**src/rtl/core/sjf_pkg.sv**
```systemverilog
// Shared constants and control/status types for the shortest-job-first scheduler.
// No dependencies; imported by every module of the block.
package sjf_pkg;

    localparam int MAX_JOBS = 64;
    localparam int TIME_W   = 16;
    localparam int IDX_W    = (MAX_JOBS > 1) ? $clog2(MAX_JOBS) : 1;
    localparam int CNT_W    = $clog2(MAX_JOBS + 1);
    localparam int ID_W     = 7;
    localparam int T_W      = 23;
    localparam int IN_W     = 2 * TIME_W;
    localparam int OUT_RAW  = ID_W + 3 * T_W;
    localparam int OUT_W    = ((OUT_RAW + 7) / 8) * 8;

    typedef struct packed {
        logic load;
        logic scan_start;
        logic scan_step;
        logic time_jump;
        logic emit;
        logic close_set;
    } ctrl_cmd_t;

    typedef struct packed {
        logic scan_end;
        logic found;
        logic last_pick;
        logic out_free;
    } dp_stat_t;

endpackage

```
**src/rtl/core/shortest_job_first_scheduler.sv**
```systemverilog
// Non-preemptive shortest-job-first scheduler: jobs stream in one request per cycle, and
// the request carrying tlast closes the set and starts scheduling. While scheduling the
// block accepts no request. Each pick scans the job store through its single read port,
// one job per cycle, and scans once more whenever no job has arrived yet and time jumps
// to the earliest pending arrival. Results leave through an output register; the next
// scan runs while a result waits, and a pick holds only if that register is still full.
// Jobs beyond 64 are dropped.
// Top level; depends on sjf_pkg, sjf_ctrl and sjf_datapath.
module shortest_job_first_scheduler (
    input  logic                        clk,
    input  logic                        rst_n,
    input  logic                        s_tvalid,
    output logic                        s_tready,
    input  logic [sjf_pkg::IN_W-1:0]    s_tdata,   // arrival_time, burst_time
    input  logic                        s_tlast,   // last_item
    output logic                        m_tvalid,
    input  logic                        m_tready,
    output logic [sjf_pkg::OUT_W-1:0]   m_tdata,   // job_id, completion_time,
                                                   // turnaround_time, waiting_time, zero pad
    output logic                        m_tlast    // last_result
);
    import sjf_pkg::*;

    ctrl_cmd_t         cmd;
    dp_stat_t          stat;
    logic [ID_W-1:0]   job_id;
    logic [T_W-1:0]    completion;
    logic [T_W-1:0]    turnaround;
    logic [T_W-1:0]    waiting;

    sjf_ctrl u_ctrl (
        .clk      (clk),
        .rst_n    (rst_n),
        .s_tvalid (s_tvalid),
        .s_tlast  (s_tlast),
        .s_tready (s_tready),
        .stat     (stat),
        .cmd      (cmd)
    );

    sjf_datapath u_dp (
        .clk            (clk),
        .rst_n          (rst_n),
        .cmd            (cmd),
        .stat           (stat),
        .in_arrival     (s_tdata[TIME_W-1:0]),
        .in_burst       (s_tdata[IN_W-1:TIME_W]),
        .out_ready      (m_tready),
        .out_valid      (m_tvalid),
        .out_job_id     (job_id),
        .out_completion (completion),
        .out_turnaround (turnaround),
        .out_waiting    (waiting),
        .out_last       (m_tlast)
    );

    assign m_tdata = {{(OUT_W - OUT_RAW){1'b0}}, waiting, turnaround, completion, job_id};

    a_wait_le_turn: assert property (@(posedge clk) disable iff (!rst_n)
        m_tvalid |-> (waiting <= turnaround))
        else $error("waiting time exceeds turnaround time");

    a_turn_le_comp: assert property (@(posedge clk) disable iff (!rst_n)
        m_tvalid |-> (turnaround <= completion))
        else $error("turnaround time exceeds completion time");

    a_close_marks_last: assert property (@(posedge clk) disable iff (!rst_n)
        cmd.close_set |=> (m_tvalid && m_tlast && s_tready))
        else $error("set closed without a marked final result");

    a_emit_when_free: assert property (@(posedge clk) disable iff (!rst_n)
        (m_tvalid && !m_tready) |-> !cmd.emit)
        else $error("result register overwritten while full");

endmodule

```
**src/rtl/core/sjf_ctrl.sv**
```systemverilog
// Controller state machine: loads the job set, sequences store scans and picks.
// Depends on sjf_pkg; drives sjf_datapath through ctrl_cmd_t.
module sjf_ctrl (
    input  logic              clk,
    input  logic              rst_n,
    input  logic              s_tvalid,
    input  logic              s_tlast,
    output logic              s_tready,
    input  sjf_pkg::dp_stat_t stat,
    output sjf_pkg::ctrl_cmd_t cmd
);
    import sjf_pkg::*;

    localparam logic [1:0] ST_IDLE   = 2'd0;
    localparam logic [1:0] ST_SCAN   = 2'd1;
    localparam logic [1:0] ST_DECIDE = 2'd2;

    logic [1:0] state_reg;
    logic [1:0] state_next;

    assign s_tready = (state_reg == ST_IDLE);

    always_comb
    begin
        state_next = state_reg;
        cmd        = '0;
        unique case (state_reg)
            ST_IDLE:
            begin
                cmd.load = s_tvalid;
                if (s_tvalid && s_tlast)
                begin
                    cmd.scan_start = 1'b1;
                    state_next     = ST_SCAN;
                end
            end
            ST_SCAN:
            begin
                cmd.scan_step = 1'b1;
                if (stat.scan_end)
                begin
                    state_next = ST_DECIDE;
                end
            end
            ST_DECIDE:
            begin
                if (!stat.found)
                begin
                    cmd.time_jump  = 1'b1;
                    cmd.scan_start = 1'b1;
                    state_next     = ST_SCAN;
                end
                else if (stat.out_free)
                begin
                    cmd.emit = 1'b1;
                    if (stat.last_pick)
                    begin
                        cmd.close_set = 1'b1;
                        state_next    = ST_IDLE;
                    end
                    else
                    begin
                        cmd.scan_start = 1'b1;
                        state_next     = ST_SCAN;
                    end
                end
            end
            default:
            begin
                state_next = ST_IDLE;
            end
        endcase
    end

    always_ff @(posedge clk or negedge rst_n)
    begin
        if (!rst_n)
        begin
            state_reg <= ST_IDLE;
        end
        else
        begin
            state_reg <= state_next;
        end
    end

endmodule

```
**src/rtl/core/sjf_datapath.sv**
```systemverilog
// Datapath: job stores, done flags, scan pipeline, time keeping and result register.
// Depends on sjf_pkg; commanded by sjf_ctrl.
module sjf_datapath (
    input  logic                        clk,
    input  logic                        rst_n,
    input  sjf_pkg::ctrl_cmd_t          cmd,
    output sjf_pkg::dp_stat_t           stat,
    input  logic [sjf_pkg::TIME_W-1:0]  in_arrival,
    input  logic [sjf_pkg::TIME_W-1:0]  in_burst,
    input  logic                        out_ready,
    output logic                        out_valid,
    output logic [sjf_pkg::ID_W-1:0]    out_job_id,
    output logic [sjf_pkg::T_W-1:0]     out_completion,
    output logic [sjf_pkg::T_W-1:0]     out_turnaround,
    output logic [sjf_pkg::T_W-1:0]     out_waiting,
    output logic                        out_last
);
    import sjf_pkg::*;

    logic [TIME_W-1:0]   arr_mem [MAX_JOBS];
    logic [TIME_W-1:0]   bur_mem [MAX_JOBS];
    logic [MAX_JOBS-1:0] done_reg;
    logic [CNT_W-1:0]    count_reg;
    logic [CNT_W-1:0]    finished_reg;
    logic [T_W-1:0]      cur_reg;
    logic [CNT_W-1:0]    idx_reg;

    logic [TIME_W-1:0]   arr_rd_reg;
    logic [TIME_W-1:0]   bur_rd_reg;
    logic                cmp_valid_reg;
    logic [IDX_W-1:0]    cmp_idx_reg;

    logic                found_reg;
    logic                any_reg;
    logic [TIME_W-1:0]   best_bur_reg;
    logic [TIME_W-1:0]   best_arr_reg;
    logic [IDX_W-1:0]    best_idx_reg;
    logic [TIME_W-1:0]   earliest_reg;

    logic                out_valid_reg;

    logic                issue;
    logic                pending;
    logic                eligible;
    logic                take_best;
    logic                take_early;
    logic [T_W-1:0]      comp;
    logic [T_W-1:0]      wait_t;
    logic [T_W-1:0]      turn;

    assign stat.scan_end  = (idx_reg == count_reg);
    assign stat.found     = found_reg;
    assign stat.last_pick = ((finished_reg + CNT_W'(1)) == count_reg);
    assign stat.out_free  = !out_valid_reg || out_ready;

    assign issue      = cmd.scan_step && (idx_reg != count_reg);
    assign pending    = cmp_valid_reg && !done_reg[cmp_idx_reg];
    assign eligible   = pending && (T_W'(arr_rd_reg) <= cur_reg);
    assign take_best  = eligible && (!found_reg || (bur_rd_reg < best_bur_reg));
    assign take_early = pending && (!any_reg || (arr_rd_reg < earliest_reg));

    assign comp   = cur_reg + T_W'(best_bur_reg);
    assign wait_t = cur_reg - T_W'(best_arr_reg);
    assign turn   = wait_t + T_W'(best_bur_reg);

    // job stores, one write and one registered read per cycle
    always_ff @(posedge clk)
    begin
        if (cmd.load && (count_reg != CNT_W'(MAX_JOBS)))
        begin
            arr_mem[count_reg[IDX_W-1:0]] <= in_arrival;
            bur_mem[count_reg[IDX_W-1:0]] <= in_burst;
        end
        arr_rd_reg <= arr_mem[idx_reg[IDX_W-1:0]];
        bur_rd_reg <= bur_mem[idx_reg[IDX_W-1:0]];
    end

    always_ff @(posedge clk or negedge rst_n)
    begin
        if (!rst_n)
        begin
            done_reg      <= '0;
            count_reg     <= '0;
            finished_reg  <= '0;
            cur_reg       <= '0;
            idx_reg       <= '0;
            cmp_valid_reg <= 1'b0;
            found_reg     <= 1'b0;
            any_reg       <= 1'b0;
            out_valid_reg <= 1'b0;
        end
        else
        begin
            if (cmd.load && (count_reg != CNT_W'(MAX_JOBS)))
            begin
                count_reg <= count_reg + CNT_W'(1);
            end

            cmp_valid_reg <= issue;
            if (cmd.scan_start)
            begin
                idx_reg   <= '0;
                found_reg <= 1'b0;
                any_reg   <= 1'b0;
            end
            else
            begin
                if (issue)
                begin
                    idx_reg <= idx_reg + CNT_W'(1);
                end
                if (take_best)
                begin
                    found_reg <= 1'b1;
                end
                if (pending)
                begin
                    any_reg <= 1'b1;
                end
            end

            if (cmd.time_jump)
            begin
                cur_reg <= T_W'(earliest_reg);
            end

            if (cmd.close_set)
            begin
                done_reg     <= '0;
                count_reg    <= '0;
                finished_reg <= '0;
                cur_reg      <= '0;
            end
            else if (cmd.emit)
            begin
                done_reg[best_idx_reg] <= 1'b1;
                finished_reg           <= finished_reg + CNT_W'(1);
                cur_reg                <= comp;
            end

            if (cmd.emit)
            begin
                out_valid_reg <= 1'b1;
            end
            else if (out_ready)
            begin
                out_valid_reg <= 1'b0;
            end
        end
    end

    // scan accumulators and result payload
    always_ff @(posedge clk)
    begin
        if (take_best)
        begin
            best_bur_reg <= bur_rd_reg;
            best_arr_reg <= arr_rd_reg;
            best_idx_reg <= cmp_idx_reg;
        end
        if (take_early)
        begin
            earliest_reg <= arr_rd_reg;
        end
        cmp_idx_reg <= idx_reg[IDX_W-1:0];
        if (cmd.emit)
        begin
            out_job_id     <= ID_W'(best_idx_reg) + ID_W'(1);
            out_completion <= comp;
            out_turnaround <= turn;
            out_waiting    <= wait_t;
            out_last       <= stat.last_pick;
        end
    end

    assign out_valid = out_valid_reg;

endmodule

```
**config.mk**
```make
export PLATFORM = sky130hd
export DESIGN_NAME = shortest_job_first_scheduler
export DESIGN_NICKNAME = d
export VERILOG_FILES = /design/src/rtl/core/sjf_pkg.sv /design/src/rtl/core/shortest_job_first_scheduler.sv /design/src/rtl/core/sjf_ctrl.sv /design/src/rtl/core/sjf_datapath.sv
export SDC_FILE = /design/constraint.sdc
export NUM_CORES = 2
export LEC_CHECK = 0
export ABC_AREA = 1
export BUFFER_PORTS_ARGS = -buffer_cell sky130_fd_sc_hd__buf_4
export CAP_MARGIN = 25
export CORE_MARGIN = 1.5
export CORE_UTILIZATION = 40
export CTS_CLUSTER_DIAMETER = 50
export DETAILED_ROUTE_END_ITERATION = 10
export GPL_TIMING_DRIVEN = 0
export HOLD_SLACK_MARGIN = 0.08
export PLACE_DENSITY_LB_ADDON = 0.08
export REMOVE_ABC_BUFFERS = 1
export SYNTH_ARGS = -nofsm -noshare
export SYNTH_HDL_FRONTEND = slang
export SYNTH_SLANG_ARGS = --single-unit
export TNS_END_PERCENT = 1
```
**constraint.sdc**
```tcl
create_clock -name clk -period 6.1 [get_ports clk]
set_input_delay 1.22 -clock clk [delete_from_list [all_inputs] [get_ports clk]]
set_output_delay 1.22 -clock clk [all_outputs]
set_load 0.05 [all_outputs]
```
==> results.yml <==
final_layout:
  finalInstanceArea_um2: 111000
  area_growth_pct: 16.6
  finish.utilization: 0.470
  drive_above_1_share: 0.105
  fin_cells: 11007
  nNetsFinal: 7786
logic_synthesis:
  ys.warnings.count: 0
  synth_top_area_frac: 0.689
  synth_largest_area_cell: "edfxtp_1"
  seq_area_frac_synth: 0.727
  synth_edf_count: 2179
  synth_commonest_cells: "edfxtp_1, nor2_1, o21ai_0"
  synth-seq-cells: 2331
  synthesis.area_um2: 94900
  netlist_instances: 7553
  avgSynthCellArea_um2: 12.6
  synth.most_common_cell: "edfxtp_1"
  synth_area_leaders: "edfxtp_1, o21ai_0, nor2_1"
  ys.flop_type: "edfxtp_1"
  async_reset_ff_frac: 0.0489
  synth_cell_types: 49
timing:
  rsz0062_at_grt: "no"
  hold_viol: 0
  finalSetupViolations: 0
  fin_skew_ns: 0.0449
  setup_tns_ns: 0
  period_share: 0.723
  drv_slew: 0
  worst_slew_pin_slew_ns: 1.23
  fin_ws_ns: 1.69
  slew_headroom: 0.183
  max_freq_mhz: 227
  fin_crit_ns: 4.41
worst_setup_path:
  critPathLaunchType: "register"
  cp.arrival_ns: 5.02
  crit_path_max_fanout: 39
  critical_path_class: "reg2reg"
  r2r_cells: 11
  end_kind: "register"
  worst-r2r-setup-slack_ns: 1.69
  r2r_start: "u_dp.cmp_idx_reg[0]$_DFF_P_"
  cp.required_ns: 6.71
  r2r-end: "u_dp.best_idx_reg[0]$_DFFE_PP_"
routing:
  firstDrtPassIters: 5
  drt-total-wl_um: 291000
  vias: 61833
  drc: 0
  routedWlPerCell_um: 26.5
  viasPerCell: 5.62
  drt_iter0_drc: 5990
  antenna_left: 0
power_and_ir_drop:
  leakage_nw: 37.5
  p_per_area_nw_per_um2: 497
  vdd_drop_max_uv: 347
floorplanning:
  rows: 178
  start_util: 0.403
  die_x_um: 490
  core_area_um2: 236000
  dieArea_um2: 240000
  die_y_um: 490
  io_pins: 120
flow_run:
  drv_cap: 0
placed_design:
  dp_hpwl_um: 168000
  dp.cells: 10500
  io_buffers: 115
  place_congestion: 0.853
  dp_slack_ns: 1.19
  placed_cell_area_um2: 101000
grt:
  grt_use_total: 0.237
  grt_max_degree: 220
  grt_overflow_total: 0
  antenna_found_initial: 11
  grt_pass1_wl_um: 421000
  grt_pass1_vias: 58682
status:
  status: "finished clean"
clocking:
  hold_buffers: 0
  clock_latency_ns: 0.92
  cts_buffers: 295
  post_cts_buffers: 0
  htree_levels: 5
  root_buffer: "clkbuf_16"
  clkTransAtPathRegs_ns: 0.06
  cts_tree: "done"
  cts_buffer_depth: 4
  cts_sinks: 2331
  ctsResizeCount: 0
worst_hold_path:
  min_path_type: "in2async"
==> kinds of logic after synthesis <==
group | share of synthesized area
AOI/OAI and AO/OA | 0.117
adders and majority gates | 0.0137
DFF | 0.727
and+or+nand+nor | 0.102
xor gates and xnor gates | 0.00563
buffers and inverters | 0.0346
other | 0.0000395
==> critical path: stages, from the launching register on <==
cell and delay (ns):
dfxtp_2 0.87, clkinv_1 1.06, nand2_1 0.25, nand3_1 0.10
nand3_1 0.15, nand2_1 0.13, nand2_1 0.09, nand3_1 0.07
nand3_1 0.20, nand4_1 0.26, nor2_4 0.65, buf_16 0.25
==> per-stage QoR <==
stage	power (mW)	hold WS, ns
6_report	55.1	0.232
3_5_place_dp	38.8	0.427
2_1_floorplan	30.9	0.403
3_3_place_gp	34.2	0.420
4_1_cts	55.5	0.191
5_1_grt	58.0	0.222
==> cell type report <==
| cell class | instances | area [um^2] |
|---|---|---|
| Clock buffer | 356 | 7750 |
| Sequential cell | 2331 | 69100 |
| Tap cell | 3150 | 3940 |
| Multi-Input combinational cell | 4446 | 23000 |
| Clock inverter | 147 | 1450 |
| Inverter | 306 | 1200 |
| Fill cell | 20955 | 125000 |
| Antenna cell | 4 | 10.0 |
| Timing Repair Buffer | 267 | 4230 |
==> layer usage <==
layer,global-route usage,wire length [um],vias to the layer above
met4,0.0716,8710,0
met3,0.0311,16300,475
met1,0.337,130000,31363
met5,0,0,-
met2,0.380,137000,2019
li1,-,-,27976
==> cells in the final DEF (no fill, tap or decap), types with 31 or more instances in the layout <==
master     Yosys  routed
clkinv_1       6      52
nand2_1      633     633
o21ai_2       60      60
dfxtp_1       38      37
nand3_1      374     374
ha_1          99      99
edfxtp_1    2179    2179
nor2_4         1      60
o21ai_0     1067    1067
nand4_1       58      58
o221ai_1     180     180
inv_1        295     285
a21oi_1      180     179
xor2_1        47      47
o211ai_1      76      76
o22ai_1      315     315
dfrtp_1      114     110
nor2_1      1263    1204
buf_12         0      81
clkbuf_1     285      52
buf_4         17     114
buf_16         0      57
clkinv_2       0      31
clkbuf_16      0     299
==> worst max path at each step <==
stage                                      startpoint                             end  slack (ns)  depth (start not counted)
final                     u_dp.cmp_idx_reg[0]$_DFF_P_  u_dp.best_idx_reg[0]$_DFFE_PP_        1.69                         11
after global routing      u_dp.cmp_idx_reg[0]$_DFF_P_  u_dp.best_idx_reg[0]$_DFFE_PP_        1.35                         11
after CTS                 u_dp.cmp_idx_reg[0]$_DFF_P_  u_dp.best_idx_reg[0]$_DFFE_PP_        1.59                         11
after detailed placement                     s_tvalid   u_dp.bur_mem[44][2]$_DFFE_PP_        1.19                          9
after global placement    u_dp.idx_reg[0]$_DFFE_PN0P_      u_dp.arr_rd_reg[6]$_DFF_P_      -92.16                          7
after floorplan           u_dp.idx_reg[0]$_DFFE_PN0P_      u_dp.arr_rd_reg[6]$_DFF_P_      -29.64                          7
==> where the power goes <==
group | total (mW) | leakage, nW | internal (mW) | switching (mW)
registers | 20.1 | 21.4 | 19.0 | 1.02
logic | 18.3 | 11.6 | 5.55 | 12.8
clock network | 16.7 | 4.46 | 10.1 | 6.61
Power figures use the tool's default switching activity.
